===== config.mk =====
export PLATFORM = sky130hd
export DESIGN_NAME = register_file_alu
export DESIGN_NICKNAME = d
export VERILOG_FILES = /design/src/hdl/rfa_pkg.sv /design/src/hdl/rfa_regfile.sv /design/src/hdl/rfa_serial_alu.sv /design/src/hdl/register_file_alu.sv
export SDC_FILE = /design/constraint.sdc
export NUM_CORES = 2
export LEC_CHECK = 0
export CORE_ASPECT_RATIO = 1.75
export CORE_UTILIZATION = 35
export CTS_CLUSTER_SIZE = 20
export DETAILED_ROUTE_END_ITERATION = 12
export DONT_BUFFER_PORTS = 1
export SETUP_SLACK_MARGIN = 0.2
export SLEW_MARGIN = 10
export SYNTH_ARGS = -nofsm -noshare
export SYNTH_HDL_FRONTEND = slang
export SYNTH_HIERARCHICAL = 1
export SYNTH_SLANG_ARGS = --single-unit

===== constraint.sdc =====
create_clock -name i_clk -period 4.75 [get_ports i_clk]
set_input_delay 1.425 -clock i_clk [delete_from_list [all_inputs] [get_ports i_clk]]
set_output_delay 1.425 -clock i_clk [all_outputs]
set_load 0.01 [all_outputs]

===== src/hdl/rfa_pkg.sv =====
// ----------------------------------------------------------------------------
// rfa_pkg
// shared types and constants of the register file alu
// ----------------------------------------------------------------------------
package rfa_pkg;

    localparam int DATA_W = 32;   // width of one register
    localparam int IDX_W  = 5;    // width of a register index field

    // operation codes
    typedef enum logic [3:0] {
        FN_MOV  = 4'd0,
        FN_XCHG = 4'd1,
        FN_INC  = 4'd2,
        FN_DEC  = 4'd3,
        FN_NOT  = 4'd4,
        FN_AND  = 4'd5,
        FN_OR   = 4'd6,
        FN_XOR  = 4'd7,
        FN_ADD  = 4'd8,
        FN_SUB  = 4'd9,
        FN_MUL  = 4'd10,
        FN_DIV  = 4'd11,
        FN_REM  = 4'd12,
        FN_NEG  = 4'd13,
        FN_MAX  = 4'd14,
        FN_MIN  = 4'd15
    } t_func;

    // result status codes
    localparam logic ST_DONE     = 1'b0;
    localparam logic ST_DIV_ZERO = 1'b1;

    // control from the sequencer to the serial unit
    typedef struct packed {
        logic  start;
        t_func func;
    } t_alu_ctl;

endpackage


===== src/hdl/rfa_regfile.sv =====
// ----------------------------------------------------------------------------
// rfa_regfile
// register storage: one write port, two registered read ports, valid bits
// so that entries read as zero after reset
// ----------------------------------------------------------------------------
module rfa_regfile #(
    parameter int REG_COUNT = 32,
    parameter int AW        = 5
) (
    input  logic                       i_clk,
    input  logic                       i_rst_n,
    input  logic                       i_we,
    input  logic [AW-1:0]              i_waddr,
    input  logic [rfa_pkg::DATA_W-1:0] i_wdata,
    input  logic [AW-1:0]              i_raddr_a,
    input  logic [AW-1:0]              i_raddr_b,
    output logic [rfa_pkg::DATA_W-1:0] o_rdata_a,
    output logic [rfa_pkg::DATA_W-1:0] o_rdata_b
);

    logic [rfa_pkg::DATA_W-1:0] r_mem [REG_COUNT];
    logic [REG_COUNT-1:0]       r_vld;
    logic [rfa_pkg::DATA_W-1:0] r_rd_a;
    logic [rfa_pkg::DATA_W-1:0] r_rd_b;

    // valid bits, cleared by reset
    always_ff @(posedge i_clk) begin
        if (!i_rst_n) begin
            r_vld <= '0;
        end else if (i_we) begin
            r_vld[i_waddr] <= 1'b1;
        end
    end

    always_ff @(posedge i_clk) begin
        if (i_we) begin
            r_mem[i_waddr] <= i_wdata;
        end
        r_rd_a <= r_vld[i_raddr_a] ? r_mem[i_raddr_a] : '0;
        r_rd_b <= r_vld[i_raddr_b] ? r_mem[i_raddr_b] : '0;
    end

    assign o_rdata_a = r_rd_a;
    assign o_rdata_b = r_rd_b;

endmodule


===== src/hdl/rfa_serial_alu.sv =====
// ----------------------------------------------------------------------------
// rfa_serial_alu
// bit-serial alu with prepare and finish states for logic, add and compare,
// shift-add multiply and restoring divide, computed one bit per cycle
// ----------------------------------------------------------------------------
module rfa_serial_alu (
    input  logic                       i_clk,
    input  logic                       i_rst_n,
    input  rfa_pkg::t_alu_ctl          i_ctl,
    input  logic [rfa_pkg::DATA_W-1:0] i_a,
    input  logic [rfa_pkg::DATA_W-1:0] i_b,
    output logic                       o_done,
    output logic [rfa_pkg::DATA_W-1:0] o_result
);

    localparam int W      = rfa_pkg::DATA_W;
    localparam int STEP_W = $clog2(W);

    typedef enum logic [1:0] {
        S_IDLE,
        S_PREP,
        S_RUN,
        S_FIX
    } t_state;

    t_state          r_state;
    rfa_pkg::t_func  r_func;
    logic [W-1:0]    r_a;      // rotates, back in place after the run
    logic [W-1:0]    r_b;
    logic [W-1:0]    r_m;      // multiplicand or divisor magnitude
    logic [W-1:0]    r_acc;    // product or remainder
    logic [W-1:0]    r_sh;     // serial result or quotient
    logic            r_c;
    logic            r_lt;
    logic [STEP_W-1:0] r_cnt;
    logic            r_done;
    logic [W-1:0]    r_result;

    logic            a_bit;
    logic            b_bit;
    logic            x_bit;
    logic            y_bit;
    logic            sum_bit;
    logic            n_c;
    logic            ser_bit;
    logic            n_lt;
    logic            is_div;
    logic            last_step;
    logic [W-1:0]    n_prod;
    logic [W:0]      trial;
    logic [W-1:0]    mag_a;
    logic [W-1:0]    mag_b;
    logic [W-1:0]    fix_val;

    assign a_bit     = r_a[0];
    assign b_bit     = r_b[0];
    assign last_step = (r_cnt == STEP_W'(W - 1));
    assign is_div    = (r_func == rfa_pkg::FN_DIV) || (r_func == rfa_pkg::FN_REM);

    // adder operands of the add family
    always_comb begin
        x_bit = a_bit;
        y_bit = b_bit;
        case (r_func)
            rfa_pkg::FN_INC: y_bit = 1'b0;
            rfa_pkg::FN_DEC: y_bit = 1'b1;
            rfa_pkg::FN_SUB: y_bit = ~b_bit;
            rfa_pkg::FN_NEG: begin
                x_bit = 1'b0;
                y_bit = ~a_bit;
            end
            default: ;
        endcase
    end

    assign sum_bit = x_bit ^ y_bit ^ r_c;
    assign n_c     = (x_bit & y_bit) | (r_c & (x_bit ^ y_bit));

    always_comb begin
        case (r_func) inside
            rfa_pkg::FN_MOV: ser_bit = b_bit;
            rfa_pkg::FN_NOT: ser_bit = ~a_bit;
            rfa_pkg::FN_AND: ser_bit = a_bit & b_bit;
            rfa_pkg::FN_OR:  ser_bit = a_bit | b_bit;
            rfa_pkg::FN_XOR: ser_bit = a_bit ^ b_bit;
            rfa_pkg::FN_INC, rfa_pkg::FN_DEC, rfa_pkg::FN_ADD,
            rfa_pkg::FN_SUB, rfa_pkg::FN_NEG: ser_bit = sum_bit;
            default: ser_bit = 1'b0;
        endcase
    end

    // signed a < b, lsb first; the sign bit flips the sense
    always_comb begin
        if (last_step) begin
            n_lt = (a_bit & ~b_bit) | (~(a_bit ^ b_bit) & r_lt);
        end else begin
            n_lt = (~a_bit & b_bit) | (~(a_bit ^ b_bit) & r_lt);
        end
    end

    assign n_prod = r_acc + (b_bit ? r_m : '0);
    assign trial  = {r_acc, r_sh[W-1]} - {1'b0, r_m};
    assign mag_a  = r_a[W-1] ? (W'(0) - r_a) : r_a;
    assign mag_b  = r_b[W-1] ? (W'(0) - r_b) : r_b;

    always_comb begin
        case (r_func)
            rfa_pkg::FN_MUL: fix_val = r_acc;
            rfa_pkg::FN_DIV: fix_val = (r_a[W-1] ^ r_b[W-1]) ? (W'(0) - r_sh) : r_sh;
            rfa_pkg::FN_REM: fix_val = r_a[W-1] ? (W'(0) - r_acc) : r_acc;
            rfa_pkg::FN_MAX: fix_val = r_lt ? r_b : r_a;
            rfa_pkg::FN_MIN: fix_val = r_lt ? r_a : r_b;
            default:         fix_val = r_sh;
        endcase
    end

    always_ff @(posedge i_clk) begin
        if (!i_rst_n) begin
            r_state <= S_IDLE;
            r_done  <= 1'b0;
        end else begin
            r_done <= (r_state == S_FIX);
            unique case (r_state)
                S_IDLE: begin
                    if (i_ctl.start) begin
                        r_func  <= i_ctl.func;
                        r_a     <= i_a;
                        r_b     <= i_b;
                        r_state <= S_PREP;
                    end
                end
                S_PREP: begin
                    r_acc <= '0;
                    r_cnt <= '0;
                    r_lt  <= 1'b0;
                    r_c   <= (r_func == rfa_pkg::FN_INC) || (r_func == rfa_pkg::FN_SUB)
                             || (r_func == rfa_pkg::FN_NEG);
                    if (is_div) begin
                        r_sh <= mag_a;
                        r_m  <= mag_b;
                    end else begin
                        r_m <= r_a;
                    end
                    r_state <= S_RUN;
                end
                S_RUN: begin
                    r_a   <= {r_a[0], r_a[W-1:1]};
                    r_b   <= {r_b[0], r_b[W-1:1]};
                    r_c   <= n_c;
                    r_lt  <= n_lt;
                    r_cnt <= r_cnt + 1'b1;
                    if (is_div) begin
                        if (!trial[W]) begin
                            r_acc <= trial[W-1:0];
                        end else begin
                            r_acc <= {r_acc[W-2:0], r_sh[W-1]};
                        end
                        r_sh <= {r_sh[W-2:0], ~trial[W]};
                    end else begin
                        r_acc <= n_prod;
                        r_m   <= {r_m[W-2:0], 1'b0};
                        r_sh  <= {ser_bit, r_sh[W-1:1]};
                    end
                    if (last_step) begin
                        r_state <= S_FIX;
                    end
                end
                S_FIX: begin
                    r_result <= fix_val;
                    r_state  <= S_IDLE;
                end
                default: r_state <= S_IDLE;
            endcase
        end
    end

    assign o_done   = r_done;
    assign o_result = r_result;

endmodule


===== src/hdl/register_file_alu.sv =====
// ----------------------------------------------------------------------------
// register_file_alu
// file of signed 32-bit registers with a bit-serial alu, one operation per item
// ----------------------------------------------------------------------------
//
//  channel  dir  signals                      payload
//  -------  ---  ---------------------------  ------------------------------------
//  s        in   i_s_tvalid/o_s_tready         tdata: dest_index, src_index, immediate
//                                              tuser: func, src_is_immediate
//  m        out  o_m_tvalid/i_m_tready         tdata: dest_value, other_value
//                                              tuser: status
//
//  one item at a time: index reduction (REG_COUNT subtracted from any index not
//  below it, one subtract per step), read and load, serial alu (prepare, one bit
//  step per data bit, finish), hand-back, output load; exchange goes from load via
//  the exchange state to output load, division by zero from load to output load
//  reset clears all control and the register valid bits at once, no clearing pass
//  a stalled result waits in the output register; the next item is taken meanwhile
//
module register_file_alu #(
    parameter int REG_COUNT = 32
) (
    input  logic        i_clk,
    input  logic        i_rst_n,
    input  logic        i_s_tvalid,
    output logic        o_s_tready,
    input  logic [47:0] i_s_tdata,   // dest_index[4:0], src_index[9:5], immediate[41:10], zero
    input  logic [4:0]  i_s_tuser,   // func[3:0], src_is_immediate[4]
    output logic        o_m_tvalid,
    input  logic        i_m_tready,
    output logic [63:0] o_m_tdata,   // dest_value[31:0], other_value[63:32]
    output logic [0:0]  o_m_tuser    // status[0]
);

    localparam int W     = rfa_pkg::DATA_W;
    localparam int IW    = rfa_pkg::IDX_W;
    localparam int AW    = $clog2(REG_COUNT);

    typedef enum logic [2:0] {
        S_IDLE,
        S_REDUCE,
        S_READ,
        S_LOAD,
        S_XCHG,
        S_BUSY,
        S_OUT
    } t_state;

    t_state          r_state;
    rfa_pkg::t_func  r_func;
    logic [IW-1:0]   r_d;
    logic [IW-1:0]   r_s;
    logic            r_use_imm;
    logic [W-1:0]    r_imm;
    logic [W-1:0]    r_cur;       // destination before the operation
    logic            r_status;
    logic [W-1:0]    r_res;
    logic [W-1:0]    r_other;
    logic            r_ovalid;
    logic [W-1:0]    r_odest;
    logic [W-1:0]    r_oother;
    logic            r_ostatus;

    // register file and alu hookup
    logic            rf_we;
    logic [AW-1:0]   rf_waddr;
    logic [W-1:0]    rf_wdata;
    logic [W-1:0]    rd_a;
    logic [W-1:0]    rd_b;
    logic [W-1:0]    src_val;
    logic            div_zero;
    rfa_pkg::t_alu_ctl alu_ctl;
    logic            alu_done;
    logic [W-1:0]    alu_res;
    logic            out_load;

    rfa_regfile #(
        .REG_COUNT (REG_COUNT),
        .AW        (AW)
    ) u_regfile (
        .i_clk     (i_clk),
        .i_rst_n   (i_rst_n),
        .i_we      (rf_we),
        .i_waddr   (rf_waddr),
        .i_wdata   (rf_wdata),
        .i_raddr_a (AW'(r_d)),
        .i_raddr_b (AW'(r_s)),
        .o_rdata_a (rd_a),
        .o_rdata_b (rd_b)
    );

    rfa_serial_alu u_alu (
        .i_clk    (i_clk),
        .i_rst_n  (i_rst_n),
        .i_ctl    (alu_ctl),
        .i_a      (rd_a),
        .i_b      (src_val),
        .o_done   (alu_done),
        .o_result (alu_res)
    );

    // operand selection at load time
    assign src_val  = r_use_imm ? r_imm : rd_b;
    assign div_zero = ((r_func == rfa_pkg::FN_DIV) || (r_func == rfa_pkg::FN_REM))
                      && (src_val == '0);

    // output register takes a new item when empty or being emptied
    assign out_load = (r_state == S_OUT) && (!r_ovalid || i_m_tready);

    always_comb begin
        alu_ctl.func  = r_func;
        alu_ctl.start = (r_state == S_LOAD) && (r_func != rfa_pkg::FN_XCHG) && !div_zero;
    end

    // register writes: exchange writes the destination in the load state and the source in the exchange state
    always_comb begin
        rf_we    = 1'b0;
        rf_waddr = AW'(r_d);
        rf_wdata = alu_res;
        case (r_state)
            S_LOAD: begin
                if (r_func == rfa_pkg::FN_XCHG) begin
                    rf_we    = 1'b1;
                    rf_wdata = rd_b;
                end
            end
            S_XCHG: begin
                rf_we    = 1'b1;
                rf_waddr = AW'(r_s);
                rf_wdata = r_cur;
            end
            S_BUSY: rf_we = alu_done;
            default: ;
        endcase
    end

    always_ff @(posedge i_clk) begin
        if (!i_rst_n) begin
            r_state  <= S_IDLE;
            r_ovalid <= 1'b0;
        end else begin
            if (out_load) begin
                r_ovalid <= 1'b1;
            end else if (i_m_tready) begin
                r_ovalid <= 1'b0;
            end
            unique case (r_state)
                S_IDLE: begin
                    if (i_s_tvalid) begin
                        r_func    <= rfa_pkg::t_func'(i_s_tuser[3:0]);
                        r_use_imm <= i_s_tuser[4];
                        r_d       <= i_s_tdata[4:0];
                        r_s       <= i_s_tdata[9:5];
                        r_imm     <= i_s_tdata[41:10];
                        r_state   <= S_REDUCE;
                    end
                end
                S_REDUCE: begin
                    // indexes wrap modulo the register count
                    if (int'(r_d) >= REG_COUNT) begin
                        r_d <= r_d - IW'(REG_COUNT);
                    end else if (int'(r_s) >= REG_COUNT) begin
                        r_s <= r_s - IW'(REG_COUNT);
                    end else begin
                        r_state <= S_READ;
                    end
                end
                S_READ: begin
                    r_state <= S_LOAD;
                end
                S_LOAD: begin
                    r_cur <= rd_a;
                    if (r_func == rfa_pkg::FN_XCHG) begin
                        r_status <= rfa_pkg::ST_DONE;
                        r_res    <= rd_b;
                        r_other  <= rd_a;
                        r_state  <= S_XCHG;
                    end else if (div_zero) begin
                        // destination left as is
                        r_status <= rfa_pkg::ST_DIV_ZERO;
                        r_res    <= rd_a;
                        r_other  <= src_val;
                        r_state  <= S_OUT;
                    end else begin
                        r_status <= rfa_pkg::ST_DONE;
                        r_other  <= src_val;
                        r_state  <= S_BUSY;
                    end
                end
                S_XCHG: begin
                    r_state <= S_OUT;
                end
                S_BUSY: begin
                    if (alu_done) begin
                        r_res   <= alu_res;
                        r_state <= S_OUT;
                    end
                end
                S_OUT: begin
                    if (out_load) begin
                        r_odest   <= r_res;
                        r_oother  <= r_other;
                        r_ostatus <= r_status;
                        r_state   <= S_IDLE;
                    end
                end
                default: r_state <= S_IDLE;
            endcase
        end
    end

    assign o_s_tready   = (r_state == S_IDLE);
    assign o_m_tvalid   = r_ovalid;
    assign o_m_tdata    = {r_oother, r_odest};
    assign o_m_tuser[0] = r_ostatus;

endmodule

==> summary.txt <==
Routing
  – DRT antenna net count: 0
  – Drc violations: 0
  – DRT Pass-1 Iters: 6
  – First DRT Iteration DRCs: 4981
  – Via/cell ratio: 6.18
  – DR vias: 52800
  – Routed len/inst: 31.4 um
  – Final wirelength: 269000 um

Synth
  – Syn_area_per_cell: 13.7 um^2
  – EDFF count, synth: 1436
  – Async SR Flop Fraction: 0%
  – Post-synthesis sequential area ratio: 58.5%
  – Synthesized area: 77200 um^2
  – Synth Warn #: 6
  – Seq cells post-synth: 1539
  – Syn Inst Count: 5618
  – Post-synthesis cell type count: 90
  – Mapped Nets: 5755
  – Predominant post-synthesis flop cell: edfxtp_1

Clocking
  – Clk pin slew, worst setup/hold paths: 0.07 ns
  – Clk buf depth: 4
  – Worst-Skew Late Latency: 0.81 ns
  – Clk root buf: clkbuf_16
  – Setup Buffers After CTS: 0
  – Hold_buf cts: 0
  – Post-CTS Resized: 0
  – H-Tree Level Count: 4
  – CTS tree: yes
  – Clock sinks: 1539
  – CTS Buf Count: 148

Timing
  – Final Hold Vio Count: 0
  – Setup TNS: 0 ns
  – Fmax: 237 MHz
  – Max-slew violations: 0
  – Final setup fails: 0
  – Final min period: 4.21 ns
  – Unrepaired setup endpoints after global routing: false
  – Slew headroom: 22.2%
  – Tightest Pin Transition: 1.17 ns
  – Period utilisation layout: 88.7%
  – Final Skew: 0.0583 ns

Place
  – Final HPWL DP: 178000 um
  – RD Place Congestion: 0.949
  – # placed instances: 8291
  – Number of port buffers: 0
  – Area after DPL: 81200 um^2

Final layout
  – Commonest non-fill, non-tap cell in the layout: edfxtp_1
  – Final Util: 39.1%
  – Commonest non-fill, non-tap cells in the layout: edfxtp_1, mux2i_1, nand2_1
  – Largest Register: u_regfile/r_mem
  – Fin cells: 8554
  – Share of cells above drive strength 1: 16.7%
  – Filler cell count: 20200
  – Register Area: 45200 um^2
  – Fin nets: 5716
  – P&R area growth vs syn: 11.0%
  – Max FFs per register: 1024
  – Multi-input gate area: 30000 um^2
  – Post-Layout Inst Area: 85700 um^2

Pwr
  – Leakage: 29.2 nW
  – Power Dens Cells: 374 nW/um^2
  – Largest vdd supply drop: 0.000284 V

Setup path
  – Worst EP required: 5.37 ns
  – FF-to-FF End: u_alu/r_acc[25]
  – Crit start category: register
  – Crit path arrival time: 4.84 ns
  – RR Startpoint: u_alu/r_sh[31]
  – Max incr delay on CP: 0.54 ns
  – Flop-to-flop setup slack: 0.54 ns
  – Cells on worst reg2reg path: 12
  – Crit end category: register
  – Worst-path fanout max: 18
  – CP Class: reg -> reg
  – Worst-path cell chain: inv_1 > ha_1 > fa_1 > nand2b_1 > a21o_1 > a211o_1 > and3_1 > o21a_1 > o211a_1 > buf_4 > or4_1 > a31oi_1
  – Crit-path slowest cell: edfxtp_1

Floorplan
  – # IOs: 124
  – Die area: 223000 um^2
  – DIE HEIGHT: 623 um
  – Starting Density: 35.3%
  – Core area: 219000 um^2
  – Row Count: 227
  – Die X-Extent: 357 um

Worst hold path
  – Hold Path End: r_odest[9]
  – Hold depth: 0
  – Hold WC Path Type: reg -> reg
  – Hold_sp: r_res[9]

GRT
  – Total GRT Usage: 23.6%
  – Initial antenna violation count: 18
  – Vias in the first global route: 53900
  – Grt total ovfl: 0
  – Largest net degree at the start of global routing: 113
  – First-pass GRT wire length: 378000 um

Outcome
  – Outcome: complete, no violations

Run
  – Max-cap violations: 0
[through the flow]
stage               setup slack, ns  power (mW)  hold slack, ns
finish                        0.536        32.1           0.419
global route                  0.384        33.0           0.426
CTS                           0.617        32.2           0.423
detailed placement            0.656        20.8           0.411
global placement              0.675        20.8           0.400
floorplan                     0.679        19.1           0.400
[kinds of logic after synthesis]
family,count (synthesis),synth area share [%]
DFF,1539,58.5
AOI/OAI and AO/OA,1269,11.3
and+or+nand+nor,1139,7.08
muxes,981,17.3
buffers and inverters,498,3.19
xor gates and xnor gates,112,1.27
adders and majority gates,80,1.33
[where the power goes]
part / total [mW] / leakage [nW] / switching (mW) / internal [mW]
logic: 4.99 / 13.2 / 3.20 / 1.79
registers: 15.7 / 13.8 / 0.457 / 15.2
clock network: 11.4 / 2.18 / 5.20 / 6.24
[area by class of cell]
cell class,instances,share of cell area (%)
Clock buffer,192,4.73
Sequential cell,1539,52.7
Tap cell,2862,4.18
Antenna cell,8,0.0234
Multi-Input combinational cell,3581,35.0
Timing Repair Buffer,224,2.52
Clock inverter,63,0.498
Inverter,85,0.377
[cell usage after synthesis, drive strengths merged (8+ instances only)]
cell     instances  area [um^2]
nand2b          24          150
mux2           137         1540
a21oi          267         1340
a31oi           44          275
buf            185         1270
or4             24          195
o31ai           30          225
ha              77          963
o21a            50          375
nor2b           21          131
mux4           268         6040
a22oi          101          908
nand3          110          551
a21o            30          225
xnor2           58          508
a21boi           8         60.1
o211ai          35          263
a211oi          20          150
a2111oi          8         70.1
or3             22          139
and2            14         87.6
o21ai          299         1500
o41ai           14          123
nand3b          12         90.1
a311oi          12          105
a221oi         265         2370
nand4           24          150
inv             85          319
nor3           120          612
nand2          313         1170
dfxtp          103         2060
mux2i          576         5770
nor2           296         1120
and3            90          563
edfxtp        1436        43100
xor2            54          473
a2bb2oi          9         78.8
clkbuf         228          876
nor4            33          206
nor3b            8         65.1
[worst max-delay path by stage]
stage	from	to	depth (start not counted)
floorplan	r_func[1]	u_regfile/r_mem[12][0]	8
global placement	u_alu/r_sh[31]	u_alu/r_acc[25]	12
detailed placement	u_alu/r_sh[31]	u_alu/r_acc[25]	12
CTS	u_alu/r_sh[31]	u_alu/r_acc[25]	12
global route	u_alu/r_acc[2]	u_alu/o_result[23]	6
finish	u_alu/r_sh[31]	u_alu/r_acc[25]	12
[worst max-delay path: cells and delay by family, from the launching register on]
| kind | cells | cell delay [ns] |
|---|---|---|
| AO/OA/AOI/OAI | 5 | 1.46 |
| adder cells (fa/ha/maj) | 2 | 0.67 |
| flip-flops | 1 | 0.54 |
| buffers and inverters | 2 | 0.35 |
| AND/OR/NAND/NOR | 3 | 1.00 |
[routing by layer]
layer | routed length [um] | up-vias | share of wire (%) | track usage [%]
met5 | 79 | - | 0.029 | 0
met1 | 86900 | 27000 | 32 | 23.8
met4 | 22700 | 14 | 8.4 | 17.3
met3 | 16300 | 942 | 6.1 | 3.17
met2 | 143000 | 2475 | 53 | 43.8
li1 | - | 22400 | - | -
No activity file was read; power rests on OpenSTA's default activity.
